<file path="src/design/hnkm_pkg.sv">
// Package for the header name keyword matcher: widths, descriptor types,
// the character value table and the keyword table.
// No dependencies.
`default_nettype none

package hnkm_pkg;

  localparam int MAX_NAME_LEN = 21;
  localparam int NAME_W       = MAX_NAME_LEN * 8;
  localparam int HASH_W       = 13;
  localparam int LEN_W        = 5;
  localparam int KEY_W        = HASH_W + 1;
  localparam int SLOT_W       = 8;
  localparam int TYPE_W       = 6;

  localparam logic [HASH_W-1:0] HASH_MAX = '1;
  localparam logic [LEN_W-1:0]  LEN_MAX  = '1;
  localparam logic [LEN_W-1:0]  MIN_WORD = LEN_W'(2);
  localparam logic [LEN_W-1:0]  MAX_WORD = LEN_W'(21);
  localparam logic [KEY_W-1:0]  TOP_SLOT = KEY_W'(232);
  localparam logic [7:0]        NON_KEY  = 8'd233;
  localparam logic [TYPE_W-1:0] TYPE_MAX = TYPE_W'(53);

  localparam int Q_DEPTH = 2;
  localparam int Q_PTR_W = (Q_DEPTH > 1) ? $clog2(Q_DEPTH) : 1;
  localparam int Q_CNT_W = $clog2(Q_DEPTH + 1);

  // One finished name handed from the front end to the lookup side.
  // name: last char in the low byte, first char at byte len-1.
  typedef struct packed {
    logic                 ok;
    logic [SLOT_W-1:0]    slot;
    logic [LEN_W-1:0]     len;
    logic [NAME_W-1:0]    name;
  } desc_t;

  typedef struct packed {
    logic                 hit;
    logic [TYPE_W-1:0]    htype;
    logic [NAME_W-1:0]    word;
  } kw_rom_t;

  localparam logic [7:0] LETTER_VAL [26] = '{
    8'd0, 8'd0, 8'd54, 8'd20, 8'd0, 8'd15, 8'd35, 8'd10, 8'd0, 8'd15, 8'd0, 8'd30, 8'd55,
    8'd0, 8'd0, 8'd0, 8'd45, 8'd0, 8'd0, 8'd0, 8'd0, 8'd10, 8'd20, 8'd30, 8'd0, 8'd50
  };

  function automatic logic [7:0] char_value(input logic [7:0] c);
    logic [7:0] v;
    if (c inside {[8'h61:8'h7A]}) begin
      v = LETTER_VAL[5'(c - 8'h61)];
    end else if (c == 8'h2D) begin
      v = 8'd0;
    end else begin
      v = NON_KEY;
    end
    return v;
  endfunction

  function automatic kw_rom_t kw_entry(input logic [TYPE_W-1:0] t,
                                       input logic [NAME_W-1:0] w);
    kw_rom_t r;
    r.hit   = 1'b1;
    r.htype = t;
    r.word  = w;
    return r;
  endfunction

  // Word literals are right-justified: last char in byte 0, zeros above.
  function automatic kw_rom_t kw_lookup(input logic [SLOT_W-1:0] slot);
    kw_rom_t r;
    r = '0;
    case (slot)
      8'd2:   r = kw_entry(6'd1,  NAME_W'("to"));
      8'd5:   r = kw_entry(6'd2,  NAME_W'("route"));
      8'd6:   r = kw_entry(6'd0,  NAME_W'("reason"));
      8'd8:   r = kw_entry(6'd3,  NAME_W'("priority"));
      8'd12:  r = kw_entry(6'd0,  NAME_W'("response-key"));
      8'd13:  r = kw_entry(6'd4,  NAME_W'("via"));
      8'd14:  r = kw_entry(6'd0,  NAME_W'("path"));
      8'd15:  r = kw_entry(6'd5,  NAME_W'("event"));
      8'd16:  r = kw_entry(6'd6,  NAME_W'("server"));
      8'd23:  r = kw_entry(6'd7,  NAME_W'("refer-to"));
      8'd24:  r = kw_entry(6'd8,  NAME_W'("date"));
      8'd25:  r = kw_entry(6'd9,  NAME_W'("error-info"));
      8'd26:  r = kw_entry(6'd10, NAME_W'("retry-after"));
      8'd29:  r = kw_entry(6'd11, NAME_W'("supported"));
      8'd31:  r = kw_entry(6'd12, NAME_W'("unsupported"));
      8'd34:  r = kw_entry(6'd0,  NAME_W'("hide"));
      8'd37:  r = kw_entry(6'd13, NAME_W'("expires"));
      8'd38:  r = kw_entry(6'd14, NAME_W'("reply-to"));
      8'd41:  r = kw_entry(6'd15, NAME_W'("in-reply-to"));
      8'd45:  r = kw_entry(6'd16, NAME_W'("user-agent"));
      8'd46:  r = kw_entry(6'd17, NAME_W'("referred-by"));
      8'd49:  r = kw_entry(6'd0,  NAME_W'("rseq"));
      8'd52:  r = kw_entry(6'd18, NAME_W'("require"));
      8'd55:  r = kw_entry(6'd19, NAME_W'("alert-info"));
      8'd58:  r = kw_entry(6'd0,  NAME_W'("rack"));
      8'd59:  r = kw_entry(6'd0,  NAME_W'("p-asserted-identity"));
      8'd62:  r = kw_entry(6'd20, NAME_W'("warning"));
      8'd64:  r = kw_entry(6'd0,  NAME_W'("encryption"));
      8'd66:  r = kw_entry(6'd21, NAME_W'("content-type"));
      8'd71:  r = kw_entry(6'd0,  NAME_W'("privacy"));
      8'd72:  r = kw_entry(6'd22, NAME_W'("subscription-state"));
      8'd73:  r = kw_entry(6'd23, NAME_W'("authorization"));
      8'd74:  r = kw_entry(6'd24, NAME_W'("from"));
      8'd75:  r = kw_entry(6'd0,  NAME_W'("p-preferred-identity"));
      8'd76:  r = kw_entry(6'd25, NAME_W'("subject"));
      8'd79:  r = kw_entry(6'd26, NAME_W'("security-server"));
      8'd85:  r = kw_entry(6'd27, NAME_W'("allow"));
      8'd86:  r = kw_entry(6'd28, NAME_W'("record-route"));
      8'd88:  r = kw_entry(6'd29, NAME_W'("proxy-require"));
      8'd92:  r = kw_entry(6'd30, NAME_W'("replaces"));
      8'd93:  r = kw_entry(6'd31, NAME_W'("content-disposition"));
      8'd94:  r = kw_entry(6'd32, NAME_W'("security-verify"));
      8'd96:  r = kw_entry(6'd33, NAME_W'("min-expires"));
      8'd97:  r = kw_entry(6'd34, NAME_W'("organization"));
      8'd98:  r = kw_entry(6'd35, NAME_W'("authentication-info"));
      8'd102: r = kw_entry(6'd36, NAME_W'("allow-events"));
      8'd103: r = kw_entry(6'd37, NAME_W'("cseq"));
      8'd109: r = kw_entry(6'd38, NAME_W'("proxy-authorization"));
      8'd112: r = kw_entry(6'd39, NAME_W'("proxy-authenticate"));
      8'd114: r = kw_entry(6'd40, NAME_W'("accept"));
      8'd115: r = kw_entry(6'd41, NAME_W'("contact"));
      8'd119: r = kw_entry(6'd42, NAME_W'("timestamp"));
      8'd132: r = kw_entry(6'd43, NAME_W'("mime-version"));
      8'd138: r = kw_entry(6'd44, NAME_W'("call-info"));
      8'd140: r = kw_entry(6'd45, NAME_W'("www-authenticate"));
      8'd141: r = kw_entry(6'd46, NAME_W'("call-id"));
      8'd143: r = kw_entry(6'd47, NAME_W'("content-length"));
      8'd152: r = kw_entry(6'd48, NAME_W'("max-forwards"));
      8'd153: r = kw_entry(6'd49, NAME_W'("security-client"));
      8'd156: r = kw_entry(6'd0,  NAME_W'("p-media-authorization"));
      8'd170: r = kw_entry(6'd50, NAME_W'("content-language"));
      8'd179: r = kw_entry(6'd51, NAME_W'("content-encoding"));
      8'd223: r = kw_entry(6'd52, NAME_W'("accept-language"));
      8'd232: r = kw_entry(6'd53, NAME_W'("accept-encoding"));
      default: r = '0;
    endcase
    return r;
  endfunction

endpackage

`default_nettype wire

</file>
<file path="src/design/hnkm_front.sv">
// Front end: takes characters, folds case, shifts them into the name
// register and keeps the running hash and length. Uses hnkm_pkg.
`default_nettype none

module hnkm_front (
  input  wire logic          clk,
  input  wire logic          rst_n,
  input  wire logic          in_tvalid,
  output logic               in_tready,
  input  wire logic [7:0]    in_tdata,   // [7:0] char_code
  input  wire logic          in_tlast,   // last_char
  input  wire logic          q_full,
  output logic               q_push,
  output hnkm_pkg::desc_t    q_desc
);
  import hnkm_pkg::*;

  logic [HASH_W-1:0] hash_r, hash_nxt;
  logic [LEN_W-1:0]  len_r, len_nxt;
  logic [NAME_W-1:0] name_r, name_nxt;
  logic [7:0]        c_lc;
  logic [KEY_W-1:0]  sum_ext;
  logic [HASH_W-1:0] sum_sat;
  logic [LEN_W-1:0]  len_inc;
  logic [KEY_W-1:0]  key;
  logic              accept;

  always_comb begin
    c_lc     = (in_tdata inside {[8'h41:8'h5A]}) ? in_tdata + 8'd32 : in_tdata;
    sum_ext  = {1'b0, hash_r} + KEY_W'(char_value(c_lc));
    sum_sat  = (sum_ext > {1'b0, HASH_MAX}) ? HASH_MAX : sum_ext[HASH_W-1:0];
    len_inc  = (len_r < LEN_MAX) ? len_r + 1'b1 : len_r;
    key      = {1'b0, sum_sat} + KEY_W'(len_inc);
    // shift line: newest char in byte 0
    name_nxt = {name_r[NAME_W-9:0], c_lc};

    in_tready = !q_full;
    accept    = in_tvalid && in_tready;
    q_push    = accept && in_tlast;

    q_desc.ok   = (len_inc >= MIN_WORD) && (len_inc <= MAX_WORD) && (key <= TOP_SLOT);
    q_desc.slot = key[SLOT_W-1:0];
    q_desc.len  = len_inc;
    q_desc.name = name_nxt;

    hash_nxt = hash_r;
    len_nxt  = len_r;
    if (accept) begin
      hash_nxt = in_tlast ? '0 : sum_sat;
      len_nxt  = in_tlast ? '0 : len_inc;
    end
  end

  always_ff @(posedge clk) begin
    if (!rst_n) begin
      hash_r <= '0;
      len_r  <= '0;
    end else begin
      hash_r <= hash_nxt;
      len_r  <= len_nxt;
    end
  end

  always_ff @(posedge clk) begin
    if (accept) begin
      name_r <= name_nxt;
    end
  end

endmodule

`default_nettype wire

</file>
<file path="config.mk">
export PLATFORM = sky130hd
export DESIGN_NAME = hnkm_front
export DESIGN_NICKNAME = d
export VERILOG_FILES = /design/src/design/hnkm_pkg.sv /design/src/design/hnkm_front.sv
export SDC_FILE = /design/constraint.sdc
export NUM_CORES = 1
export LEC_CHECK = 0
export BUFFER_PORTS_ARGS = -buffer_cell sky130_fd_sc_hd__buf_4
export CORE_MARGIN = 2
export CORE_UTILIZATION = 45
export CTS_CLUSTER_DIAMETER = 30
export DETAILED_ROUTE_END_ITERATION = 10
export GPL_TIMING_DRIVEN = 0
export PLACE_DENSITY_LB_ADDON = 0.05
export SLEW_MARGIN = 20
export SYNTH_ARGS = -nofsm -noshare
export SYNTH_HDL_FRONTEND = slang
export SYNTH_SLANG_ARGS = --single-unit
</file>
<file path="constraint.sdc">
create_clock -name clk -period 7.4 [get_ports clk]
set_input_delay 0.37 -clock clk [delete_from_list [all_inputs] [get_ports clk]]
set_output_delay 0.37 -clock clk [all_outputs]
set_load 0.1 [all_outputs]
</file>
Word-level counts from Yosys, hierarchy flattened
Memory sizes are Yosys's and may differ from the RTL's.
Index checks and enable logic that the tools add are counted.
Operators by class
  add/sub/neg operators: 5
  order comparisons: 10
  equality and inequality tests: 1
  mux-type cells: 9
  bitwise gates (word level): 1
  reductions and logical operators: 7
Operators with widths (count)
  two-way mux 8 bit: 5
  two-way mux 13 bit: 2
  >= comparator 8 x 7 -> 1 bit (second input constant): 2
  <= comparator 8 x 7 -> 1 bit (second input constant): 2
  adder 13 x 5 -> 14 bit: 1
  adder 13 x 8 -> 14 bit: 1
  greater-than comparator 14 x 13 -> 1 bit (second input constant): 1
  <= comparator 14 x 8 -> 1 bit (second input constant): 1
  two-way mux 5 bit: 2
  adder 8 x 6 -> 8 bit (second input constant): 1
  equality test 8 x 6 -> 1 bit (second input constant): 1
  >= comparator 6 bit (second input constant): 1
  logical AND 1 bit: 6
  inverter 5 -> 6 bit: 1
  adder 5 x 1 -> 5 bit (second input constant): 1
  >= comparator 5 x 2 -> 1 bit (second input constant): 1
  <= comparator 5 bit (second input constant): 1
  < comparator 5 bit (second input constant): 1
  subtractor 5 x 1 -> 5 bit (second input constant): 1
  zero test 1 bit: 1
Word-level totals
  register bits: 178
  memory bits (read-only): 256
  output and inout port bits: 184
  logic and storage cells: 37
  memories kept: 1
Memories
  (name not given): words 32, width 8, read ports 1, clocked after memory_dff 0, write ports 0, line hnkm_pkg.sv:51  | v = LETTER_VAL[5'(c - 8'h61)];

Logic depth before layout (Yosys ltp)
  word-level depth: 15
  mapped depth: 25

Worst setup path after synthesis
No wires, ideal clock.
  kind: input-to-output
  from: input port in_tdata[0]
  to: output port q_desc[181] in the netlist's numbering
  arrival: 7693 ps
  path slack: -663 ps
  cell stages on the path: 24
  buffers on the path: 2
  cells stage by stage: clkbuf_1 -> inv_1 -> ha_1 -> nor3b_1 -> nand2_1 -> nand3_1 -> nand2b_1 -> nor2b_1 -> nand2_1 -> a2111oi_0 -> ha_1 -> a211oi_2 -> nor3_2 -> o21ai_2 -> clkbuf_1 -> nand2b_1 -> fa_1 -> a21o_1 -> a21oi_1 -> xnor2_1 -> a21oi_1 -> a21oi_1 -> and4bb_2 -> a211oi_2
RTL lines
  start, declared: line hnkm_front.sv:10  | input wire logic [7:0] in_tdata,
  end, declared: line hnkm_front.sv:14  | output hnkm_pkg::desc_t q_desc

==> results.sh <==
export IMPL_status="complete, no violations"
export IMPL_finalSetupViolations=0
export IMPL_grt_max_degree=89
export IMPL_path_max_fanout=10
export IMPL_max_freq_ghz=0.145
export IMPL_yosysUniqueCellTypes=60
export IMPL_hpwl_mm=10.9
export IMPL_num_io_pins=197
export IMPL_port_buffer_count=196
export IMPL_peakVddDrop_v=0.000191
export IMPL_drv_slew=0
export IMPL_viasPerCell=5.10
export IMPL_gp_congestion=0.804
export IMPL_numCtsBuffers=17
export IMPL_area_growth_pct=34.0
export IMPL_ys_seq_area_frac=0.724
export IMPL_setup_tns_ns=0
export IMPL_critPathKind="input port to primary output"
export IMPL_final_nets=728
export IMPL_post_drt_wl_per_cell_um=16.5
export IMPL_p_seq_frac=0.447
export IMPL_grt_antenna_before_repair=0
export IMPL_drive_gt1_frac=0.364
export IMPL_slowest_stage="fa_1"
export IMPL_ff_latch_area_mm2=0.00516
export IMPL_grtUsageTotal=0.173
export IMPL_cap_violations=0
export IMPL_power_density_mw_per_mm2=270
export IMPL_cts_root_buffer="clkbuf_16"
export IMPL_swShare=0.312
export IMPL_clkPwrFrac=0.354
export IMPL_multi_input_area_mm2=0.00187
export IMPL_die_height_um=130
export IMPL_path_clk_slew_ns=0.06
export IMPL_cts_resized=1
export IMPL_grt_pass1_vias=4220
export IMPL_min_period_over_period=0.933
export IMPL_p_comb_frac=0.199
export IMPL_power_leakage_nw=3.71
export IMPL_startpoint_type="input port"
export IMPL_avgSynthCellArea_um2=15.0
export IMPL_synth_seq_cells=178
export IMPL_cts_sinks=178
export IMPL_required_ns=7.03
export IMPL_cpPeakStageDelay_ns=0.44
export IMPL_clockBufferDepth=2
export IMPL_routed_wl_mm=15.2
export IMPL_ys_warn_count=0
export IMPL_holdCritPathClass="input port to register"
export IMPL_place_area_mm2=0.00894
export IMPL_first_pass_iters=4
export IMPL_synth_top_flop_cell="edfxtp_1"
export IMPL_cell_internal_pwr_mw=1.77
export IMPL_synth_edf_count=160
export IMPL_arrival_ns=6.53
export IMPL_final_antenna_net_count=0
export IMPL_slew_headroom=0.488
export IMPL_grt_pass1_wl_mm=22.4
export IMPL_async_flop_share=0
export IMPL_die_w_um=130
export IMPL_initial_core_util=0.454
export IMPL_holdBufCountCts=0
export IMPL_cp_end_kind="primary output"
export IMPL_hold_viol=0
export IMPL_crit_family="compound AO/OA/AOI/OAI gates"
export IMPL_die_area_mm2=0.0169
export IMPL_synth_fp_nets=512
export IMPL_finalWorstPathRequiredPeriod_ns=6.90
export IMPL_critPathBufInv=5
export IMPL_clk_latency_ns=0.42
export IMPL_cts_tree="done"
export IMPL_fillCellCount=1259
export IMPL_postCtsSetupBuffers=0
export IMPL_syn_inst=475
export IMPL_core_area_mm2=0.0157
export IMPL_num_vias=4693
export IMPL_fin_worst_skew_ns=0.00673
export IMPL_antenna_cells=0
export IMPL_design_area_mm2=0.00956
export IMPL_ctsHtreeMaxLevel=4
export IMPL_power_total_mw=2.58
export IMPL_synth_cell_area_mm2=0.00713
export IMPL_drc=0
export IMPL_tightestPinTransition_ns=0.760
export IMPL_drt_iter0_drc=319
export IMPL_grt_overflow=0
export IMPL_rows=46
export IMPL_switchingPower_uw=805
==> cell usage after synthesis, drive strengths merged (7+ instances only) <==
cell type | count | area share
a22oi | 14 | 0.015
xnor2 | 8 | 0.0098
dfxtp | 18 | 0.051
nor2b | 17 | 0.015
a21o | 9 | 0.0096
nor3 | 9 | 0.0070
buf | 8 | 0.0081
o21ai | 27 | 0.019
nand3 | 14 | 0.0098
edfxtp | 160 | 0.67
nand2 | 25 | 0.013
clkbuf | 10 | 0.0053
nor2 | 21 | 0.011
a21oi | 21 | 0.015
ha | 22 | 0.039
inv | 13 | 0.0068
a211oi | 7 | 0.0088
==> kinds of logic after synthesis <==
family                     share of synthesized area
muxes                                        0.00772
DFF                                            0.724
adders and majority gates                     0.0442
and+or+nand+nor                               0.0865
AOI/OAI and AO/OA                             0.0996
xor gates and xnor gates                      0.0172
buffers and inverters                         0.0207
==> per-stage QoR <==
stage / hold slack [ns] / utilization / instances / setup slack, ns
after floorplan: 0.445 / - / 475 / 0.0356
after global placement: 0.430 / 0.567 / 887 / 0.0115
after detailed placement: 0.433 / 0.569 / 888 / -0.00406
after CTS: 0.157 / 0.608 / 920 / 0.162
after global routing: 0.164 / 0.608 / 920 / -0.00900
final: 0.179 / 0.608 / 920 / 0.495
==> power by group through the flow <==
stage | sequential [mW] | combinational [mW] | clock, mW
after floorplan | 1.40 | 0.184 | 0
after global placement | 1.18 | 0.508 | 0
after detailed placement | 1.17 | 0.514 | 0
after CTS | 1.15 | 0.515 | 0.938
after global routing | 1.16 | 0.535 | 0.975
final | 1.15 | 0.514 | 0.913
==> metal layers <==
| metal | part of all wire | track usage |
|---|---|---|
| met3 | 0.074 | 0.0513 |
| met5 | 0 | 0 |
| met1 | 0.45 | 0.237 |
| met2 | 0.47 | 0.266 |
| met4 | 0.013 | 0.0620 |
==> cell usage in the layout (no fill, tap or decap), types with 5 or more instances in the layout <==
cell,netlist,final
inv_6,0,5
clkbuf_16,0,17
xor2_1,6,5
nor2b_1,17,17
nor3b_1,6,6
edfxtp_1,160,160
nand2_1,25,25
inv_1,13,13
dfxtp_1,18,18
ha_1,22,22
nand3_1,14,14
o21ai_0,26,26
xnor2_1,8,5
nor3_1,8,8
nor2_1,20,20
a21oi_1,21,21
a22oi_1,14,14
a211oi_1,5,5
buf_4,7,203
a21o_1,8,8
clkbuf_1,10,11
==> worst paths after layout <==
check	slack, ns	cells after the start	from	endpoint
worst min register to register	0.44	0	name_r[43]	name_r[51]
worst max-delay path	0.50	26	in_tdata[0]	q_desc[181]
worst min-delay path	0.18	1	in_tdata[0]	name_r[0]
worst max register to register	4.32	9	hash_r[0]	hash_r[12]
==> worst register-to-register path: stages (launching register included) <==
cell	delay [ns]
dfxtp_1	0.32
ha_1	0.24
fa_1	0.47
a211oi_1	0.46
o21ai_0	0.20
a31o_2	0.28
a21oi_1	0.47
nor2_1	0.19
a41oi_1	0.25
a211oi_1	0.08
==> flip-flops by register name, indices dropped and copies added (netlist names) <==
register / count
name_r: 160
len_r: 5
hash_r: 13
==> cell type report <==
class	instances	area share
sequential	178	0.540
multi-input combinational	265	0.195
timing repair buffer	197	0.157
clock buffer	19	0.0453
tap	216	0.0283
clock inverter	13	0.0181
buffer	18	0.0101
inverter	14	0.00602
Power figures use the tool's default switching activity.
