## config.mk

```make
export PLATFORM = sky130hd
export DESIGN_NAME = hnkm_fifo
export DESIGN_NICKNAME = d
export VERILOG_FILES = /design/src/design/hnkm_pkg.sv /design/src/design/hnkm_fifo.sv
export SDC_FILE = /design/constraint.sdc
export NUM_CORES = 1
export LEC_CHECK = 0
export ABC_AREA = 0
export BUFFER_PORTS_ARGS = -buffer_cell sky130_fd_sc_hd__buf_2
export CAP_MARGIN = 10
export CORE_UTILIZATION = 52
export DETAILED_ROUTE_END_ITERATION = 7
export GPL_ROUTABILITY_DRIVEN = 0
export GPL_TIMING_DRIVEN = 1
export PLACE_DENSITY = 0.79
export SYNTH_ARGS = -nofsm -noshare
export SYNTH_HDL_FRONTEND = slang
export SYNTH_SLANG_ARGS = --single-unit
```

## constraint.sdc

```tcl
create_clock -name clk -period 13.2 [get_ports clk]
set_clock_uncertainty 0.15 [all_clocks]
set_input_delay 2.64 -clock clk [delete_from_list [all_inputs] [get_ports clk]]
set_output_delay 2.64 -clock clk [all_outputs]
set_load 0.1 [all_outputs]
```

## src/design/hnkm_pkg.sv

```systemverilog
// Package for the header name keyword matcher: widths, descriptor types,
// the character value table and the keyword table.
// No dependencies.
`default_nettype none

package hnkm_pkg;

  localparam int MAX_NAME_LEN = 21;
  localparam int NAME_W       = MAX_NAME_LEN * 8;
  localparam int HASH_W       = 13;
  localparam int LEN_W        = 5;
  localparam int KEY_W        = HASH_W + 1;
  localparam int SLOT_W       = 8;
  localparam int TYPE_W       = 6;

  localparam logic [HASH_W-1:0] HASH_MAX = '1;
  localparam logic [LEN_W-1:0]  LEN_MAX  = '1;
  localparam logic [LEN_W-1:0]  MIN_WORD = LEN_W'(2);
  localparam logic [LEN_W-1:0]  MAX_WORD = LEN_W'(21);
  localparam logic [KEY_W-1:0]  TOP_SLOT = KEY_W'(232);
  localparam logic [7:0]        NON_KEY  = 8'd233;
  localparam logic [TYPE_W-1:0] TYPE_MAX = TYPE_W'(53);

  localparam int Q_DEPTH = 2;
  localparam int Q_PTR_W = (Q_DEPTH > 1) ? $clog2(Q_DEPTH) : 1;
  localparam int Q_CNT_W = $clog2(Q_DEPTH + 1);

  // One finished name handed from the front end to the lookup side.
  // name: last char in the low byte, first char at byte len-1.
  typedef struct packed {
    logic                 ok;
    logic [SLOT_W-1:0]    slot;
    logic [LEN_W-1:0]     len;
    logic [NAME_W-1:0]    name;
  } desc_t;

  typedef struct packed {
    logic                 hit;
    logic [TYPE_W-1:0]    htype;
    logic [NAME_W-1:0]    word;
  } kw_rom_t;

  localparam logic [7:0] LETTER_VAL [26] = '{
    8'd0, 8'd0, 8'd54, 8'd20, 8'd0, 8'd15, 8'd35, 8'd10, 8'd0, 8'd15, 8'd0, 8'd30, 8'd55,
    8'd0, 8'd0, 8'd0, 8'd45, 8'd0, 8'd0, 8'd0, 8'd0, 8'd10, 8'd20, 8'd30, 8'd0, 8'd50
  };

  function automatic logic [7:0] char_value(input logic [7:0] c);
    logic [7:0] v;
    if (c inside {[8'h61:8'h7A]}) begin
      v = LETTER_VAL[5'(c - 8'h61)];
    end else if (c == 8'h2D) begin
      v = 8'd0;
    end else begin
      v = NON_KEY;
    end
    return v;
  endfunction

  function automatic kw_rom_t kw_entry(input logic [TYPE_W-1:0] t,
                                       input logic [NAME_W-1:0] w);
    kw_rom_t r;
    r.hit   = 1'b1;
    r.htype = t;
    r.word  = w;
    return r;
  endfunction

  // Word literals are right-justified: last char in byte 0, zeros above.
  function automatic kw_rom_t kw_lookup(input logic [SLOT_W-1:0] slot);
    kw_rom_t r;
    r = '0;
    case (slot)
      8'd2:   r = kw_entry(6'd1,  NAME_W'("to"));
      8'd5:   r = kw_entry(6'd2,  NAME_W'("route"));
      8'd6:   r = kw_entry(6'd0,  NAME_W'("reason"));
      8'd8:   r = kw_entry(6'd3,  NAME_W'("priority"));
      8'd12:  r = kw_entry(6'd0,  NAME_W'("response-key"));
      8'd13:  r = kw_entry(6'd4,  NAME_W'("via"));
      8'd14:  r = kw_entry(6'd0,  NAME_W'("path"));
      8'd15:  r = kw_entry(6'd5,  NAME_W'("event"));
      8'd16:  r = kw_entry(6'd6,  NAME_W'("server"));
      8'd23:  r = kw_entry(6'd7,  NAME_W'("refer-to"));
      8'd24:  r = kw_entry(6'd8,  NAME_W'("date"));
      8'd25:  r = kw_entry(6'd9,  NAME_W'("error-info"));
      8'd26:  r = kw_entry(6'd10, NAME_W'("retry-after"));
      8'd29:  r = kw_entry(6'd11, NAME_W'("supported"));
      8'd31:  r = kw_entry(6'd12, NAME_W'("unsupported"));
      8'd34:  r = kw_entry(6'd0,  NAME_W'("hide"));
      8'd37:  r = kw_entry(6'd13, NAME_W'("expires"));
      8'd38:  r = kw_entry(6'd14, NAME_W'("reply-to"));
      8'd41:  r = kw_entry(6'd15, NAME_W'("in-reply-to"));
      8'd45:  r = kw_entry(6'd16, NAME_W'("user-agent"));
      8'd46:  r = kw_entry(6'd17, NAME_W'("referred-by"));
      8'd49:  r = kw_entry(6'd0,  NAME_W'("rseq"));
      8'd52:  r = kw_entry(6'd18, NAME_W'("require"));
      8'd55:  r = kw_entry(6'd19, NAME_W'("alert-info"));
      8'd58:  r = kw_entry(6'd0,  NAME_W'("rack"));
      8'd59:  r = kw_entry(6'd0,  NAME_W'("p-asserted-identity"));
      8'd62:  r = kw_entry(6'd20, NAME_W'("warning"));
      8'd64:  r = kw_entry(6'd0,  NAME_W'("encryption"));
      8'd66:  r = kw_entry(6'd21, NAME_W'("content-type"));
      8'd71:  r = kw_entry(6'd0,  NAME_W'("privacy"));
      8'd72:  r = kw_entry(6'd22, NAME_W'("subscription-state"));
      8'd73:  r = kw_entry(6'd23, NAME_W'("authorization"));
      8'd74:  r = kw_entry(6'd24, NAME_W'("from"));
      8'd75:  r = kw_entry(6'd0,  NAME_W'("p-preferred-identity"));
      8'd76:  r = kw_entry(6'd25, NAME_W'("subject"));
      8'd79:  r = kw_entry(6'd26, NAME_W'("security-server"));
      8'd85:  r = kw_entry(6'd27, NAME_W'("allow"));
      8'd86:  r = kw_entry(6'd28, NAME_W'("record-route"));
      8'd88:  r = kw_entry(6'd29, NAME_W'("proxy-require"));
      8'd92:  r = kw_entry(6'd30, NAME_W'("replaces"));
      8'd93:  r = kw_entry(6'd31, NAME_W'("content-disposition"));
      8'd94:  r = kw_entry(6'd32, NAME_W'("security-verify"));
      8'd96:  r = kw_entry(6'd33, NAME_W'("min-expires"));
      8'd97:  r = kw_entry(6'd34, NAME_W'("organization"));
      8'd98:  r = kw_entry(6'd35, NAME_W'("authentication-info"));
      8'd102: r = kw_entry(6'd36, NAME_W'("allow-events"));
      8'd103: r = kw_entry(6'd37, NAME_W'("cseq"));
      8'd109: r = kw_entry(6'd38, NAME_W'("proxy-authorization"));
      8'd112: r = kw_entry(6'd39, NAME_W'("proxy-authenticate"));
      8'd114: r = kw_entry(6'd40, NAME_W'("accept"));
      8'd115: r = kw_entry(6'd41, NAME_W'("contact"));
      8'd119: r = kw_entry(6'd42, NAME_W'("timestamp"));
      8'd132: r = kw_entry(6'd43, NAME_W'("mime-version"));
      8'd138: r = kw_entry(6'd44, NAME_W'("call-info"));
      8'd140: r = kw_entry(6'd45, NAME_W'("www-authenticate"));
      8'd141: r = kw_entry(6'd46, NAME_W'("call-id"));
      8'd143: r = kw_entry(6'd47, NAME_W'("content-length"));
      8'd152: r = kw_entry(6'd48, NAME_W'("max-forwards"));
      8'd153: r = kw_entry(6'd49, NAME_W'("security-client"));
      8'd156: r = kw_entry(6'd0,  NAME_W'("p-media-authorization"));
      8'd170: r = kw_entry(6'd50, NAME_W'("content-language"));
      8'd179: r = kw_entry(6'd51, NAME_W'("content-encoding"));
      8'd223: r = kw_entry(6'd52, NAME_W'("accept-language"));
      8'd232: r = kw_entry(6'd53, NAME_W'("accept-encoding"));
      default: r = '0;
    endcase
    return r;
  endfunction

endpackage

`default_nettype wire

```

## src/design/hnkm_fifo.sv

```systemverilog
// Short descriptor queue between the front end and the lookup side.
// Uses hnkm_pkg for the descriptor type and depth.
`default_nettype none

module hnkm_fifo (
  input  wire logic             clk,
  input  wire logic             rst_n,
  input  wire logic             push,
  input  wire hnkm_pkg::desc_t  push_desc,
  output logic                  full,
  input  wire logic             pop,
  output logic                  head_valid,
  output hnkm_pkg::desc_t       head_desc
);
  import hnkm_pkg::*;

  desc_t              mem [Q_DEPTH];
  logic [Q_PTR_W-1:0] wr_ptr_r, wr_ptr_nxt;
  logic [Q_PTR_W-1:0] rd_ptr_r, rd_ptr_nxt;
  logic [Q_CNT_W-1:0] cnt_r, cnt_nxt;
  logic               do_push, do_pop;

  always_comb begin
    full       = (cnt_r == Q_CNT_W'(Q_DEPTH));
    head_valid = (cnt_r != '0);
    head_desc  = mem[rd_ptr_r];
    do_push    = push && !full;
    do_pop     = pop && head_valid;

    wr_ptr_nxt = wr_ptr_r;
    rd_ptr_nxt = rd_ptr_r;
    if (do_push) begin
      wr_ptr_nxt = (wr_ptr_r == Q_PTR_W'(Q_DEPTH - 1)) ? '0 : wr_ptr_r + 1'b1;
    end
    if (do_pop) begin
      rd_ptr_nxt = (rd_ptr_r == Q_PTR_W'(Q_DEPTH - 1)) ? '0 : rd_ptr_r + 1'b1;
    end
    cnt_nxt = cnt_r;
    if (do_push && !do_pop) begin
      cnt_nxt = cnt_r + 1'b1;
    end else if (do_pop && !do_push) begin
      cnt_nxt = cnt_r - 1'b1;
    end
  end

  always_ff @(posedge clk) begin
    if (!rst_n) begin
      wr_ptr_r <= '0;
      rd_ptr_r <= '0;
      cnt_r    <= '0;
    end else begin
      wr_ptr_r <= wr_ptr_nxt;
      rd_ptr_r <= rd_ptr_nxt;
      cnt_r    <= cnt_nxt;
    end
  end

  always_ff @(posedge clk) begin
    if (do_push) begin
      mem[wr_ptr_r] <= push_desc;
    end
  end

endmodule

`default_nettype wire

```

## After elaboration in Yosys (flattened, before gate mapping)

Memory sizes are Yosys's and may differ from the RTL's. A register that Yosys moved wholly into a read port is not among the register bits.
Index checks and enable logic that the tools add are counted.

| cells by class | value |
|---|---|
| multiplexer cells | 8 |
| eq/ne operators | 1 |
| $add $sub $neg | 4 |
| reduce and logical (&&, ||, !) cells | 9 |

Operator list:

| operator | count |
|---|---|
| $mux W1 | 6 |
| $logic_and A1 B1 Y1 | 4 |
| $mux W2 | 2 |
| $reduce_bool A2 Y1 | 2 |
| $logic_not A1 Y1 | 3 |
| $add A1 B1 Y1 const B | 2 |
| $add A2 B1 Y2 const B | 1 |
| $eq A2 B2 Y1 const B | 1 |
| $sub A2 B1 Y2 const B | 1 |

| storage, ports and cells | value |
|---|---|
| output and inout bits | 184 |
| flip-flop bits (word level) | 4 |
| RAM bits | 364 |
| word-level logic and storage cells | 26 |
| memories | 1 |
| bits of input ports | 186 |

Memories:

| memory | depth | width | rd ports | clocked after Yosys merged registers in | wr ports | RTL line | text |
|---|---|---|---|---|---|---|---|
| mem | 2 | 182 | 1 | 1 | 1 | hnkm_fifo.sv:17 | `desc_t mem [Q_DEPTH];` |

## Longest topological paths before layout

Gate-level depths: netlist of run 1.

| logic depth | value |
|---|---|
| depth after elaboration | 7 |
| gate-level depth with buffers | 7 |
| mapped depth without buffers | 7 |

## Least setup slack after synthesis of run 1

OpenSTA, ideal clock, no wires.

| timing path | value |
|---|---|
| path type | in2reg |
| from | input push |
| to | memory mem[0][0] in the netlist's numbering (enable) |
| stages on the path | 2 |
| required time | 12.357 ns |
| path slack | 2.657 ns |
| setup time | 0.693 ns |
| buffers on the path | 0 |
| arrival | 9.701 ns |
| cells stage by stage | inv_1 -> nor3_2 |

| on the way | value |
|---|---|
| word-level cells in the longest chain between the ends | 3 |

RTL lines:

| item | RTL line | text |
|---|---|---|
| start, declared | hnkm_fifo.sv:8 | `input wire logic push,` |
| $logic_and A1 B1 Y1 | hnkm_fifo.sv:27 | `do_push = push && !full;` |
| $mux W1 | hnkm_fifo.sv:59 | `if (do_push) begin` |
| $mux W1 (implied by the code) | hnkm_fifo.sv:60 | `mem[wr_ptr_r] <= push_desc;` |
| end, declared | hnkm_fifo.sv:17 |  |

No other way between the ends.

==> impl_metrics.tcl, run 1 <==
set metrics [dict create \
    grt_pass1_wl_mm 37.70 \
    routed_wl_mm 25.52 \
    cp.required_ns 10.41 \
    hold_class "reg2reg" \
    grt_overflow 0 \
    grt_max_degree 82 \
    status "complete, no violations" \
    synth_area_leader_cell "edfxtp_1" \
    final_area_um2 16670 \
    wl_per_cell_um 18.93 \
    portBuffers 369 \
    yosysTopAreaCellShare 0.8136 \
    rsz0062_at_grt "no" \
    dpl_cell_area_um2 15540 \
    initial_utilization 0.5320 \
    fin_tns_setup_ns 0 \
    drc 0 \
    post_drt_via_cell_ratio 5.080 \
    grt_pass1_vias 7027 \
    place_ws_ns 8.084 \
    cts_made_buffers 38 \
    cts_tree "built" \
    dieArea_um2 26480 \
    syn_to_final_growth_pct 24.08 \
    fin_ws_ns 7.576 \
    cts_sinks 369 \
    synthTopCellsByArea "edfxtp_1, mux2_1, buf_6" \
    yosysUniqueCellTypes 23 \
    avgSynthCellArea_um2 22.73 \
    path_class "reg2out" \
    hold_end "cnt_r[1]$_SDFFE_PN0P_" \
    final_antenna_net_count 0 \
    start_kind "register" \
    antenna_found_initial 5 \
    cts_resized 0 \
    core-area_um2 25250 \
    max_freq_mhz 177.8 \
    dpl.hpwl_mm 16.93 \
    postSynth.asyncResetShare 0 \
    synth_edf_count 364 \
    post_cts_buffers 0 \
    synth_seq_cells 369 \
    maxSlewHeadroom 0.2731 \
    holdCritStartpoint "cnt_r[1]$_SDFFE_PN0P_" \
    vias 6848 \
    yosysWarnings 0 \
    clkLatencyLatePin_ns 0.51 \
    holdBufCountCts 0 \
    maxCapViolCount 0 \
    drive_above_1_share 0.4280 \
    critPathCaptureType "primary output" \
    globalRouteTotalUtil 0.1894 \
    top_level_ports 370 \
    cts_max_level 2 \
    reg2reg_from "cnt_r[0]$_SDFFE_PN0P_" \
    worst_ep_arrival_time_ns 2.83 \
    nets 1174 \
    clockRootBuffer "clkbuf_16" \
    fp.dieW_um 162.7 \
    setup_violations 0 \
    syn_area_um2 13430 \
    tightestPinTransition_ns 1.090 \
    reg2reg_depth 5 \
    hold_violations 0 \
    final_cell_mix "buf_2, edfxtp_1, mux2_1" \
    rr_endpoint "mem[0][6]$_DFFE_PP_" \
    fin_crit_ns 5.624 \
    synth-main-ff-cell "edfxtp_1" \
    ff2ff_setup_slack_ns 10.28 \
    fillers 1700 \
    synthCells 591 \
    hold_depth 2 \
    drt_pass1_iterations 4 \
    drt_iter0_drc 477 \
    syn_nets 778 \
    post-route-period-util 0.4261 \
    die_y_um 162.7 \
    yosysSeqAreaShare 0.8211 \
    layout_commonest_cell "buf_2" \
    drv_slew 0 \
    row_count 58 \
    crit_fanout 77 \
    clk_path_buf_depth 3 \
    cts.clk_slew.worst_paths_ns 0.06 \
]
[cells in the mapped netlist, drive strengths merged, types with 2 or more instances]
master,instances
mux2,182
inv,2
and2,3
a21boi,2
xnor2,2
dfxtp,5
edfxtp,364
o21ai,2
buf,20
[registers in the layout (all words and copies together) (netlist names), named ones only]
register / flops
cnt_r: 2
mem: 364
rd_ptr_r: 1
wr_ptr_r: 1
[per-stage QoR]
| stage | hold slack, ns | std cells | util |
|---|---|---|---|
| finish | 0.3648 | 1348 | 0.6600 |
| global route | 0.3861 | 1347 | 0.6599 |
| CTS | 0.3655 | 1344 | 0.6596 |
| detailed placement | 0.3584 | 1277 | 0.6155 |
| global placement | 0.3482 | 1277 | 0.6155 |
| floorplan | 0.3285 | 591 | - |
[worst max-delay path by stage]
stage                         from                  end  slack (ns)  depth (start not counted)
after floorplan               push  mem[0][0]$_DFFE_PP_        2.66                          2
after global placement    register        head_desc[21]        8.08                          3
after detailed placement  register        head_desc[21]        8.08                          3
after CTS                 register        head_desc[21]        7.52                          3
after global routing      register        head_desc[21]        7.41                          3
final                     register        head_desc[21]        7.58                          3
[per-layer routing]
metal / vias to the layer above / track usage / share of wire / routed length (µm)
li1: 3156 / - / - / -
met1: 3312 / 0.2254 / 0.37 / 9463
met2: 317 / 0.3282 / 0.51 / 13010
met3: 61 / 0.05246 / 0.090 / 2288
met4: 2 / 0.07009 / 0.029 / 745
met5: - / 0 / 0.00047 / 12
[critical path, stage by stage (launching register included)]
cell and delay, ns:
dfxtp_4 0.64, buf_4 0.84, mux2_1 0.31, buf_2 0.44
[kinds of logic (layout without fill, tap and decap cells)]
logic type,Yosys count,in the layout,synth area share
AOI/OAI and AO/OA,5,5,0.002421
adders and majority gates,1,1,0.0009312
DFF,369,369,0.8211
other,0,4,0
and+or+nand+nor,9,9,0.004285
muxes,182,182,0.1526
buffers and inverters,22,445,0.01676
xor gates and xnor gates,3,3,0.001956
[cell type report]
type | instances | area [µm²] | share of cell area
flip-flops and latches | 369 | 11030 | 0.6620
multi-input cells | 200 | 2190 | 0.1314
repair buffers | 376 | 1899 | 0.1139
clock buffers | 49 | 1013 | 0.06080
well taps | 330 | 412.9 | 0.02477
clock inverters | 18 | 101.3 | 0.006080
diodes | 4 | 10.01 | 0.0006005
inverters | 2 | 7.507 | 0.0004504
Power of run 1 is left out: the tool's default activity adds up to more than one toggle a clock period on the data nets, which glitch-free logic cannot reach.
==> run 2, diff against run 1 <==
==> constraint.sdc (replaced) <==
create_clock -name clk -period 5.6 [get_ports clk]
set_clock_uncertainty 0.15 [all_clocks]
set_input_delay 1.12 -clock clk [delete_from_list [all_inputs] [get_ports clk]]
set_output_delay 1.12 -clock clk [all_outputs]
set_load 0.1 [all_outputs]
==> impl_metrics.tcl, run 2 (synthesized netlist as in run 1, its figures left out) <==
set metrics [dict create \
    maxSlewHeadroom 0.2112 \
    top_register "mem" \
    rsz0062_at_grt "no" \
    max_freq_mhz 256.8 \
    path_class "reg2out" \
    post_cts_buffers 0 \
    start_kind "register" \
    rr_endpoint "mem[1][33]$_DFFE_PP_" \
    drive_above_1_share 0.4263 \
    hold_class "reg2reg" \
    holdBufCountCts 0 \
    cts.clk_slew.worst_paths_ns 0.06 \
    antenna_found_initial 2 \
    holdCritStartpoint "cnt_r[1]$_SDFFE_PN0P_" \
    core-area_um2 25250 \
    fin_crit_ns 3.894 \
    drt_pass1_iterations 4 \
    syn_to_final_growth_pct 24.58 \
    fin_tns_setup_ns 0 \
    cts_sinks 369 \
    hold_violations 0 \
    grt_overflow 0 \
    cp-endpoint "head_desc[151]" \
    worst_ep_arrival_time_ns 2.62 \
    dpl_cell_area_um2 15590 \
    post-route-period-util 0.6954 \
    final_antenna_net_count 0 \
    final_area_um2 16740 \
    drv_slew 0 \
    crit_fanout 58 \
    drc 0 \
    place_ws_ns 2.203 \
    portBuffers 369 \
    clk_path_buf_depth 3 \
    die_y_um 162.7 \
    grt_pass1_vias 6949 \
    maxCapViolCount 0 \
    vias 6840 \
    dieArea_um2 26480 \
    final_core_util 0.6627 \
    grt_max_degree 184 \
    initial_utilization 0.5320 \
    grt_pass1_wl_mm 38.43 \
    status "complete, no violations" \
    cts_max_level 2 \
    final_cell_mix "buf_2, edfxtp_1, mux2_1" \
    layout_commonest_cell "buf_2" \
    cts_made_buffers 37 \
    wl_per_cell_um 19.63 \
    cts_tree "built" \
    cp.required_ns 4.33 \
    clockRootBuffer "clkbuf_16" \
    routed_wl_mm 26.36 \
    ff2ff_setup_slack_ns 3.07 \
    post_drt_via_cell_ratio 5.093 \
    reg2reg_from "cnt_r[0]$_SDFFE_PN0P_" \
    row_count 58 \
    globalRouteTotalUtil 0.1935 \
    fin_ws_ns 1.706 \
    cts_resized 0 \
    reg2reg_depth 3 \
    critPathCaptureType "primary output" \
    fp.dieW_um 162.7 \
    reg_top3 "mem x364, cnt_r x2" \
    largest_reg_flops 364 \
    tightestPinTransition_ns 1.183 \
    setup_violations 0 \
    drt_iter0_drc 508 \
    nets 1172 \
    clkLatencyLatePin_ns 0.51 \
    top_level_ports 370 \
    dpl.hpwl_mm 17.21 \
]
run 2: cell types whose count changed in the layout (fill, tap and decap cells not counted):
cell / before / now
buf_4: 7 / 3
buf_12: 0 / 3
bufinv_16: 0 / 2
inv_12: 0 / 1
clkinv_2: 7 / 4
inv_1: 1 / 0
clkinv_4: 3 / 1
clkbuf_1: 10 / 11
diode_2: 4 / 2
inv_6: 2 / 1
clkinvlp_4: 0 / 1
run 2: final cells by class:
cell class / count / area [µm²]
Timing Repair Buffer: 375 / 1929
Multi-Input combinational cell: 200 / 2190
Tap cell: 330 / 412.9
Inverter: 2 / 20.02
Antenna cell: 2 / 5.005
Fill cell: 1720 / 8518
Clock inverter: 15 / 127.6
Sequential cell: 369 / 11030
Clock buffer: 50 / 1017
run 2: how the worst min path moves through the flow:
stage,cells after the start,endpoint,slack [ns]
after floorplan,2,cnt_r[1]$_SDFFE_PN0P_,0.33
after global placement,2,cnt_r[1]$_SDFFE_PN0P_,0.35
after detailed placement,2,cnt_r[1]$_SDFFE_PN0P_,0.37
after CTS,2,cnt_r[1]$_SDFFE_PN0P_,0.38
after global routing,2,cnt_r[1]$_SDFFE_PN0P_,0.42
final,2,cnt_r[1]$_SDFFE_PN0P_,0.37
run 2: worst max-delay path, stage by stage, from the launching register on:
cell     delay, ns
dfxtp_4       0.89
buf_4         0.47
mux2_1        0.39
buf_2         0.30
run 2: metrics by stage:
stage                     cells  hold WS, ns
after floorplan             591       0.3285
after global placement     1276       0.3520
after detailed placement   1276       0.3711
after CTS                  1341       0.3799
after global routing       1343       0.4238
final                      1343       0.3749
run 2: routing by layer:
metal | GRT usage | vias up | share of wire
met3 | 0.05831 | 50 | 0.096
met4 | 0.07774 | 0 | 0.026
met1 | 0.2206 | 3339 | 0.36
met5 | 0 | - | 0
met2 | 0.3395 | 304 | 0.52
li1 | - | 3147 | -
Power of run 2 is left out for the same reason.
==> run 3, diff against run 2 <==
==> constraint.sdc (replaced) <==
create_clock -name clk -period 3.6 [get_ports clk]
set_clock_uncertainty 0.15 [all_clocks]
set_input_delay 0.72 -clock clk [delete_from_list [all_inputs] [get_ports clk]]
set_output_delay 0.72 -clock clk [all_outputs]
set_load 0.1 [all_outputs]
==> impl_metrics.tcl, run 3 (synthesized netlist as in run 1, its figures left out) <==
set metrics [dict create \
    ff2ff_setup_slack_ns 1.56 \
    hold_end "mem[0][166]$_DFFE_PP_" \
    die_y_um 162.7 \
    post_drt_via_cell_ratio 5.077 \
    final_cell_mix "buf_2, edfxtp_1, mux2_1" \
    top_register "mem" \
    wl_per_cell_um 19.49 \
    reg_top3 "mem x364, cnt_r x2" \
    grt_max_degree 69 \
    clkLatencyLatePin_ns 0.49 \
    drive_above_1_share 0.4334 \
    post-route-period-util 0.8305 \
    top_level_ports 370 \
    fp.dieW_um 162.7 \
    final_core_util 0.6681 \
    portBuffers 369 \
    cts.clk_slew.worst_paths_ns 0.06 \
    cts_made_buffers 37 \
    drt_iter0_drc 417 \
    nets 1177 \
    cts_max_level 2 \
    layout_commonest_cell "buf_2" \
    crit_fanout 66 \
    fin_tns_setup_ns 0 \
    holdCritStartpoint "push_desc[166]" \
    rr_endpoint "mem[1][55]$_DFFE_PP_" \
    cp.required_ns 2.73 \
    fin_crit_ns 2.990 \
    grt_overflow 0 \
    drv_slew 0 \
    holdBufCountCts 0 \
    maxSlewHeadroom 0.6394 \
    largest_reg_flops 364 \
    grt_pass1_wl_mm 38.21 \
    grt_pass1_vias 7037 \
    cts_tree "built" \
    cts_sinks 369 \
    start_kind "register" \
    syn_to_final_growth_pct 25.59 \
    worst_ep_arrival_time_ns 2.12 \
    maxCapViolCount 0 \
    antenna_found_initial 2 \
    globalRouteTotalUtil 0.1915 \
    final_antenna_net_count 0 \
    clk_path_buf_depth 3 \
    hold_ws_ns 0.2571 \
    drt_pass1_iterations 4 \
    dpl.hpwl_mm 17.26 \
    reg2reg_depth 3 \
    drc 0 \
    crit_buf_inv 2 \
    fillers 1682 \
    reg2reg_from "cnt_r[0]$_SDFFE_PN0P_" \
    path_class "reg2out" \
    cpPeakStageDelay_ns 0.50 \
    critPathCaptureType "primary output" \
    critPathTopFamily "buffers and inverters" \
    clockRootBuffer "clkbuf_16" \
    max_freq_mhz 334.5 \
    vias 6824 \
    dieArea_um2 26480 \
    cts_resized 0 \
    hold_class "in2reg" \
    initial_utilization 0.5320 \
    hold_depth 1 \
    slowest_stage "dfxtp_4" \
    crit_chain "buf_12 > mux2_1 > buf_2" \
    rsz0062_at_grt "no" \
    setup_violations 0 \
    row_count 58 \
    hold_violations 0 \
    routed_wl_mm 26.20 \
    post_cts_buffers 0 \
    tightestPinTransition_ns 0.5447 \
    status "complete, no violations" \
    core-area_um2 25250 \
]
-- run 3: through the flow --
step,instance area (µm²),instances,setup slack (ns)
floorplan,13460,591,-2.031
global placement,15680,1281,1.112
detailed placement,15680,1281,1.101
CTS,16870,1343,0.5539
global route,16870,1344,0.4994
finish,16870,1344,0.6100
-- run 3: worst max-delay path by stage --
stage	from	end	depth (start not counted)
after floorplan	push	mem[0][0]$_DFFE_PP_	2
after global placement	register	head_desc[177]	3
after detailed placement	register	head_desc[80]	3
after CTS	register	head_desc[80]	3
after global routing	register	head_desc[31]	3
final	register	head_desc[76]	3
-- run 3: layout make-up --
cell class | instances | area [µm²] | share of cell area
clock buffer | 46 | 989.7 | 0.05866
sequential | 369 | 11030 | 0.6540
tap | 330 | 412.9 | 0.02447
inverter | 2 | 15.01 | 0.0008899
clock inverter | 16 | 203.9 | 0.01209
antenna | 1 | 2.502 | 0.0001483
multi-input combinational | 200 | 2197 | 0.1302
timing repair buffer | 380 | 2017 | 0.1195
-- run 3: per-layer routing --
metal / wire, µm / vias up / part of all wire / GRT usage
met5: 0 / - / 0 / 0
met4: 597 / 0 / 0.023 / 0.05820
met3: 2361 / 42 / 0.090 / 0.06010
met2: 13460 / 285 / 0.51 / 0.3420
met1: 9781 / 3342 / 0.37 / 0.2189
li1: - / 3155 / - / -
Power of run 3 is left out for the same reason.
